$ cat src/hdl/nga_pkg.sv
// Package for the stereo noise gate: widths, reset values, register indexes
// and the sequencer state type. No dependencies.
`default_nettype none
package nga_pkg;

  localparam int SAMPLE_BITS = 16;
  localparam int TIMER_BITS  = 16;
  localparam int GAIN_BITS   = 16;
  localparam int THR_BITS    = 15;
  localparam int CFG_BITS    = 16;
  localparam int IDX_BITS    = 2;
  localparam int FRAC_BITS   = 15;
  // quotient of a ramp step is below the gain span, so it fits in GAIN_BITS
  localparam int DIV_STEPS   = GAIN_BITS;
  localparam int MUL_BITS    = 18;
  localparam int PROD_BITS   = 2 * MUL_BITS;

  localparam logic [GAIN_BITS-1:0]   UNITY_GAIN    = 16'd32768;
  localparam logic [THR_BITS-1:0]    THRESHOLD_RST = 15'd23197;
  localparam logic [TIMER_BITS-1:0]  ATTACK_RST    = 16'd22050;
  localparam logic [TIMER_BITS-1:0]  RELEASE_RST   = 16'd22050;
  localparam logic [GAIN_BITS-1:0]   FLOOR_RST     = 16'd32768;

  localparam logic [IDX_BITS-1:0] REG_THRESHOLD = 2'd0;
  localparam logic [IDX_BITS-1:0] REG_ATTACK    = 2'd1;
  localparam logic [IDX_BITS-1:0] REG_RELEASE   = 2'd2;
  localparam logic [IDX_BITS-1:0] REG_FLOOR     = 2'd3;

  typedef enum logic [2:0] {
    ST_IDLE,
    ST_DECIDE,
    ST_MUL_RAMP,
    ST_DIV_LOAD,
    ST_DIV,
    ST_MUL_GAIN,
    ST_SAT,
    ST_DONE
  } state_t;

endpackage
`default_nettype wire

$ cat src/hdl/noise_gate_attack_release.sv
// Stereo noise gate with linear attack and release gain ramps.
// Depends on nga_pkg for widths, register indexes and the state type.
`default_nettype none

// One frame (left, then right sample) is taken per transaction and gives one
// result transaction. A single 18x18 multiplier and a one-bit-per-cycle
// restoring divider do all arithmetic under a small sequencer. A sample that
// needs a ramp step goes through gate decision, ramp product, divider load,
// 16 divider steps, gain product and saturation; any other sample goes through
// gate decision, gain product and saturation only. A frame is accepted, its two
// samples are worked in turn, and the result goes to the output register.
// s_tready is high only while no frame is in work; a finished frame may wait
// in the output register while the next one is taken.
module noise_gate_attack_release (
  input  wire logic                              clk,
  input  wire logic                              rst,
  input  wire logic                              s_tvalid,
  output logic                                   s_tready,
  input  wire logic [2*nga_pkg::SAMPLE_BITS-1:0] s_tdata,  // left_sample, right_sample
  output logic                                   m_tvalid,
  input  wire logic                              m_tready,
  output logic [2*nga_pkg::SAMPLE_BITS-1:0]      m_tdata,  // left_out, right_out
  input  wire logic                              cfg_we,
  input  wire logic [nga_pkg::IDX_BITS-1:0]      cfg_index,
  input  wire logic [nga_pkg::CFG_BITS-1:0]      cfg_data
);
  import nga_pkg::*;

  state_t state, state_next;

  logic [THR_BITS-1:0]   threshold_level;
  logic [TIMER_BITS-1:0] attack_length;
  logic [TIMER_BITS-1:0] release_length;
  logic [GAIN_BITS-1:0]  floor_gain;

  logic                  gate_open;
  logic [TIMER_BITS-1:0] ramp_timer;

  logic [SAMPLE_BITS-1:0] left_in, right_in, left_res, right_res;
  logic                   chan;
  logic                   ramp_up;
  logic [TIMER_BITS-1:0]  divisor;
  logic signed [MUL_BITS-1:0]  mul_a, mul_b;
  logic signed [PROD_BITS-1:0] prod;
  logic [GAIN_BITS-1:0]   div_rem;
  logic [GAIN_BITS-1:0]   div_dvd;
  logic [GAIN_BITS-1:0]   div_quo;
  logic [$clog2(DIV_STEPS)-1:0] div_cnt;

  logic [SAMPLE_BITS-1:0]  cur_sample;
  logic signed [SAMPLE_BITS:0] cur_ext;
  logic [SAMPLE_BITS:0]    mag;
  logic                    below;
  logic [GAIN_BITS-1:0]    flr;
  logic [GAIN_BITS-1:0]    span;
  logic [GAIN_BITS:0]      trial;
  logic [GAIN_BITS:0]      diff;
  logic                    fits;
  logic [GAIN_BITS-1:0]    quo_fin;
  logic [GAIN_BITS-1:0]    ramp_gain;
  logic signed [PROD_BITS-FRAC_BITS-1:0] scaled;
  logic [SAMPLE_BITS-1:0]  sat_val;

  localparam logic signed [PROD_BITS-FRAC_BITS-1:0] SAT_MAX =
    (PROD_BITS-FRAC_BITS)'((1 << (SAMPLE_BITS-1)) - 1);
  localparam logic signed [PROD_BITS-FRAC_BITS-1:0] SAT_MIN =
    -(PROD_BITS-FRAC_BITS)'(1 << (SAMPLE_BITS-1));

  always_comb begin
    cur_sample = chan ? right_in : left_in;
    cur_ext    = $signed({cur_sample[SAMPLE_BITS-1], cur_sample});
    mag        = cur_ext[SAMPLE_BITS] ? (SAMPLE_BITS+1)'(-cur_ext) : cur_ext;
    below      = mag < (SAMPLE_BITS+1)'(threshold_level);
    flr        = (floor_gain > UNITY_GAIN) ? UNITY_GAIN : floor_gain;
    span       = UNITY_GAIN - flr;
    // one restoring divider step
    trial      = {div_rem, div_dvd[GAIN_BITS-1]};
    diff       = trial - {1'b0, divisor};
    fits       = trial >= {1'b0, divisor};
    quo_fin    = {div_quo[GAIN_BITS-2:0], fits};
    ramp_gain  = ramp_up ? (flr + quo_fin) : (UNITY_GAIN - quo_fin);
    // drop fraction bits (floor), then clip to the sample range
    scaled     = prod[PROD_BITS-1:FRAC_BITS];
    if (scaled > SAT_MAX) begin
      sat_val = SAT_MAX[SAMPLE_BITS-1:0];
    end else if (scaled < SAT_MIN) begin
      sat_val = SAT_MIN[SAMPLE_BITS-1:0];
    end else begin
      sat_val = scaled[SAMPLE_BITS-1:0];
    end
  end

  always_ff @(posedge clk) begin
    if (rst) begin
      state <= ST_IDLE;
    end else begin
      state <= state_next;
    end
  end

  always_comb begin
    state_next = state;
    s_tready   = 1'b0;
    case (state)
      ST_IDLE: begin
        s_tready = 1'b1;
        if (s_tvalid) state_next = ST_DECIDE;
      end
      ST_DECIDE: begin
        state_next = ST_MUL_GAIN;
        if (below && !gate_open && ramp_timer < attack_length) begin
          state_next = ST_MUL_RAMP;
        end else if (!below && gate_open && ramp_timer != '0 &&
                     ramp_timer < release_length) begin
          state_next = ST_MUL_RAMP;
        end
      end
      ST_MUL_RAMP: state_next = ST_DIV_LOAD;
      ST_DIV_LOAD: state_next = ST_DIV;
      ST_DIV: begin
        if (div_cnt == ($clog2(DIV_STEPS))'(DIV_STEPS - 1)) state_next = ST_MUL_GAIN;
      end
      ST_MUL_GAIN: state_next = ST_SAT;
      ST_SAT:      state_next = chan ? ST_DONE : ST_DECIDE;
      ST_DONE: begin
        if (!m_tvalid || m_tready) state_next = ST_IDLE;
      end
      default: state_next = ST_IDLE;
    endcase
  end

  always_ff @(posedge clk) begin
    if (rst) begin
      threshold_level <= THRESHOLD_RST;
      attack_length   <= ATTACK_RST;
      release_length  <= RELEASE_RST;
      floor_gain      <= FLOOR_RST;
      gate_open       <= 1'b1;
      ramp_timer      <= '0;
      m_tvalid        <= 1'b0;
    end else begin
      if (cfg_we) begin
        case (cfg_index)
          REG_THRESHOLD: threshold_level <= cfg_data[THR_BITS-1:0];
          REG_ATTACK:    attack_length   <= cfg_data[TIMER_BITS-1:0];
          REG_RELEASE:   release_length  <= cfg_data[TIMER_BITS-1:0];
          REG_FLOOR:     floor_gain      <= cfg_data[GAIN_BITS-1:0];
          default: ;
        endcase
      end

      if (state == ST_DONE && (!m_tvalid || m_tready)) begin
        m_tvalid <= 1'b1;
      end else if (m_tvalid && m_tready) begin
        m_tvalid <= 1'b0;
      end

      case (state)
        ST_IDLE: begin
          left_in  <= s_tdata[SAMPLE_BITS-1:0];
          right_in <= s_tdata[2*SAMPLE_BITS-1:SAMPLE_BITS];
          chan     <= 1'b0;
        end
        ST_DECIDE: begin
          if (below) begin
            if (gate_open) begin
              gate_open  <= 1'b0;
              ramp_timer <= '0;
              mul_a      <= MUL_BITS'(cur_ext);
              mul_b      <= MUL_BITS'(UNITY_GAIN);
            end else if (ramp_timer < attack_length) begin
              // ramp down: unity - span*timer/attack
              mul_a      <= MUL_BITS'(span);
              mul_b      <= MUL_BITS'(ramp_timer);
              divisor    <= attack_length;
              ramp_up    <= 1'b0;
              ramp_timer <= ramp_timer + 1'b1;
            end else begin
              mul_a <= MUL_BITS'(cur_ext);
              mul_b <= MUL_BITS'(flr);
            end
          end else begin
            if (!gate_open) begin
              gate_open  <= 1'b1;
              ramp_timer <= release_length;
              mul_a      <= MUL_BITS'(cur_ext);
              mul_b      <= MUL_BITS'(flr);
            end else if (ramp_timer != '0) begin
              if (ramp_timer < release_length) begin
                // ramp up: floor + span*(release-timer)/release
                mul_a   <= MUL_BITS'(span);
                mul_b   <= MUL_BITS'(release_length - ramp_timer);
                divisor <= release_length;
                ramp_up <= 1'b1;
              end else begin
                mul_a <= MUL_BITS'(cur_ext);
                mul_b <= MUL_BITS'(flr);
              end
              ramp_timer <= ramp_timer - 1'b1;
            end else begin
              mul_a <= MUL_BITS'(cur_ext);
              mul_b <= MUL_BITS'(UNITY_GAIN);
            end
          end
        end
        ST_MUL_RAMP: prod <= mul_a * mul_b;
        ST_DIV_LOAD: begin
          // quotient fits GAIN_BITS, so the high half is already below the divisor
          div_rem <= prod[2*GAIN_BITS-1:GAIN_BITS];
          div_dvd <= prod[GAIN_BITS-1:0];
          div_quo <= '0;
          div_cnt <= '0;
        end
        ST_DIV: begin
          div_rem <= fits ? diff[GAIN_BITS-1:0] : trial[GAIN_BITS-1:0];
          div_dvd <= {div_dvd[GAIN_BITS-2:0], 1'b0};
          div_quo <= quo_fin;
          div_cnt <= div_cnt + 1'b1;
          mul_a   <= MUL_BITS'(cur_ext);
          mul_b   <= MUL_BITS'(ramp_gain);
        end
        ST_MUL_GAIN: prod <= mul_a * mul_b;
        ST_SAT: begin
          // hold both results until the output register is free
          if (chan) begin
            right_res <= sat_val;
          end else begin
            left_res <= sat_val;
          end
          chan <= 1'b1;
        end
        ST_DONE: begin
          if (!m_tvalid || m_tready) begin
            m_tdata <= {right_res, left_res};
          end
        end
        default: ;
      endcase
    end
  end

endmodule
`default_nettype wire

$ cat config.mk
export PLATFORM = sky130hd
export DESIGN_NAME = noise_gate_attack_release
export DESIGN_NICKNAME = d
export VERILOG_FILES = /design/src/hdl/nga_pkg.sv /design/src/hdl/noise_gate_attack_release.sv
export SDC_FILE = /design/constraint.sdc
export NUM_CORES = 2
export LEC_CHECK = 0
export BUFFER_PORTS_ARGS = -buffer_cell sky130_fd_sc_hd__buf_2
export CORE_MARGIN = 2
export CORE_UTILIZATION = 56
export CTS_CLUSTER_SIZE = 8
export DETAILED_ROUTE_END_ITERATION = 8
export HOLD_SLACK_MARGIN = 0.02
export PLACE_DENSITY = 0.73
export SETUP_SLACK_MARGIN = 0.15
export SYNTH_ARGS = -nofsm -noshare
export SYNTH_HDL_FRONTEND = slang
export SYNTH_SLANG_ARGS = --single-unit
$ cat constraint.sdc
create_clock -name clk -period 9.1 [get_ports clk]
set_clock_uncertainty 0.1 [all_clocks]
set_input_delay 1.82 -clock clk [delete_from_list [all_inputs] [get_ports clk]]
set_output_delay 1.82 -clock clk [all_outputs]
set_load 0.05 [all_outputs]
==> qor.csv <==
metric,value,unit
CTS buffer count,46,
RR Startpoint,mul_a[16]$_DFFE_PP_,
Worst Path Required,9.32,ns
r2r setup slk,1.59,ns
die width,231.0,µm
Final setup viols,0,
multi-input logic area,17990,µm²
fmax,133.2,MHz
Yosys reg bits,319,
Netlist Area Pre-Place,28860,µm²
status,"complete, no violations",
IO Pins,89,
ys async rst share,0,%
DR vias,22200,
drt pass-1 iters,9,
ys flop type,edfxtp_1,
yosys warns,0,
Crit. Startpoint,mul_a[16]$_DFFE_PP_,
Avg WL per Cell,20.79,µm
Routed Antenna Nets,0,
DR vias/cell,5.909,
root buffer cell,clkbuf_16,
crit start category,register,
Max Slew Vio Count,0,
synthesized net count,3575,
setup repair bufs after CTS,0,
worst skew pair latency,0.58,ns
number of synthesized flops with an enable pin,235,
CTS Sinks,319,
htree depth,2,
Top Usage Layer GRT,met2,
number of fill cells,4354,
die area,53370,µm²
diode count,0,
"Data arrival, critical path",7.73,ns
clock slew at reported path FFs,0.06,ns
pin slew with the least headroom to its limit,1.321,ns
Worst Hold Launch,right_res[12]$_DFFE_PP_,
GR Util met3,4.085,%
met2 Resource Use GR,48.63,%
first-pass GRT wire length,122.8,mm
crit-path max FO,18,
global routing usage on met1,40.07,%
Layout Area Growth over Synthesis,8.055,%
Synth area leaders,"edfxtp_1, fa_1, ha_1",
CTS Hold Bufs,0,
Detailed Route WL,78.12,mm
number of global-route vias before repair,22650,
TritonCTS clock tree,built,
CTS resizes,0,
1st-iter DRT viols,2361,
final cycle utilization of the critical path,82.50,%
Tot GR Track Use,29.69,%
Chip Height,231.0,µm
Setup CP Type,register to register,
initial antenna violation count,1,
Clock Tree Buf Depth,3,
sum of negative setup slack,0,ns
min cycle time layout,7.507,ns
number of max-cap violations,0,
post-synth top area share,24.45,%
Cells after Synth,3025,
grt total ovfl,0,
endpoints failing hold,0,
Yosys top cell by area,edfxtp_1,
# DRC,0,
Hold WC Path Type,register to register,
Syn Area/Cell,9.541,µm²
dpl hpwl,60.15,mm
GP Congestion,0.9756,
part of the Yosys area used for sequential elements,30.28,%
critical path capture point type,register,
Synth cell types,85,
share of layout cells above drive strength 1,6.727,%
Buffers on Ports,88,
fin nets,3605,
pin count of the biggest net entering global routing,70,
core area,51090,µm²
register area,8740,µm²
Max-slew headroom,11.95,%
FP Rows,83,
unrepaired setup endpoints after global routing,false,
Starting Density,56.48,%
layout by cell type (no fill, tap or decap), types with 46 or more instances in the layout:
cell,Yosys,layout
a21o_1,46,46
a21oi_1,166,163
and2_1,164,164
buf_2,12,88
clkbuf_16,0,47
dfxtp_1,84,83
edfxtp_1,235,235
fa_1,322,322
ha_1,173,173
inv_1,449,449
nand2_1,400,399
nor2_1,164,163
nor3_1,48,46
o21ai_0,96,96
xnor2_1,90,90
cell usage after synthesis, types with 5 or more instances:
library cell and number:
inv_1 449, nor2b_1 24, or3_1 9, o21a_1 17
or4_1 9, ha_1 173, nand2b_1 18, fa_1 322
or2_2 8, o32ai_1 6, edfxtp_1 235, and3_1 28
a21o_1 46, nand2_1 400, o21ai_0 96, and2_1 164
o21bai_1 7, mux2i_1 17, a211o_1 18, nand4_1 12
a211oi_1 19, nor2_1 164, nand3_1 34, mux2_2 5
a221o_1 5, clkbuf_1 108, nor4_1 23, a21oi_1 166
buf_2 12, buf_1 5, nand3b_1 19, a22oi_1 12
xnor2_1 90, o22ai_1 10, o31ai_1 12, nor3_1 48
xor2_1 34, nor3b_1 5, o211ai_1 10, a31oi_1 22
dfxtp_1 84
kinds of logic (layout without fill, tap and decap cells):
kind of cell / count (synthesis) / in the layout / synth area share (%)
AO/OA/AOI/OAI: 508 / 508 / 11.38
adder cells (fa/ha/maj): 495 / 495 / 29.84
flip-flops: 319 / 319 / 30.28
XOR/XNOR: 124 / 124 / 3.763
buffers and inverters: 579 / 631 / 7.648
multiplexers: 22 / 22 / 0.7847
AND/OR/NAND/NOR: 978 / 978 / 16.31
flip-flops by register name, indices dropped and copies added (netlist names), 3 cells and up:
register         flops
mul_b               17
floor_gain          16
prod                36
div_rem             16
attack_length       16
div_quo             15
div_cnt              4
release_length      16
right_res           16
left_res            16
m_tdata             32
divisor             16
mul_a               17
left_in             16
right_in            16
state                3
div_dvd             16
ramp_timer          16
threshold_level     15
worst paths after layout:
kind	to	cells after the start
max	prod[35]$_DFFE_PP_	20
min reg2reg	m_tdata[28]$_DFFE_PP_	0
max reg2reg	prod[35]$_DFFE_PP_	20
min	m_tdata[28]$_DFFE_PP_	0
worst max-delay path: stages, from the launching register on:
cell      delay (ns)
edfxtp_1        0.73
nand2_1         0.26
fa_1            0.77
fa_1            0.47
inv_1           0.09
ha_1            0.47
inv_1           0.26
fa_1            0.55
inv_1           0.06
fa_1            0.52
inv_1           0.05
fa_1            0.48
inv_1           0.05
ha_1            0.35
and3_1          0.20
a31oi_1         0.17
nand3_1         0.12
o41ai_1         0.78
o31ai_1         0.25
a311oi_1        0.42
xnor2_1         0.10
final cells by class:
| type | instances | share of cell area, % |
|---|---|---|
| sequential | 319 | 28.03 |
| tap | 680 | 2.728 |
| multi-input combinational | 2127 | 57.68 |
| inverter | 450 | 5.416 |
| clock inverter | 3 | 0.1083 |
| clock buffer | 67 | 4.076 |
| timing repair buffer | 111 | 1.966 |
metal layers:
layer	up-vias	share of wire, %
met1	10940	40
met3	201	8.1
li1	10060	-
met5	-	0
met4	0	4.0
met2	1000	48
stage by stage:
step	instances	utilization, %	setup slack [ns]	hold WS [ns]	instance area [µm²]
global route	3757	61.03	1.118	0.3192	31180
global placement	3687	58.48	1.923	0.3029	29880
CTS	3757	61.03	1.686	0.3027	31180
floorplan	3025	-	2.490	0.3003	28860
finish	3757	61.03	1.593	0.3069	31180
detailed placement	3687	58.48	1.677	0.3045	29880
Power is not shown: default switching activity piles up to over one toggle a cycle in this logic, so the estimate is an artifact.
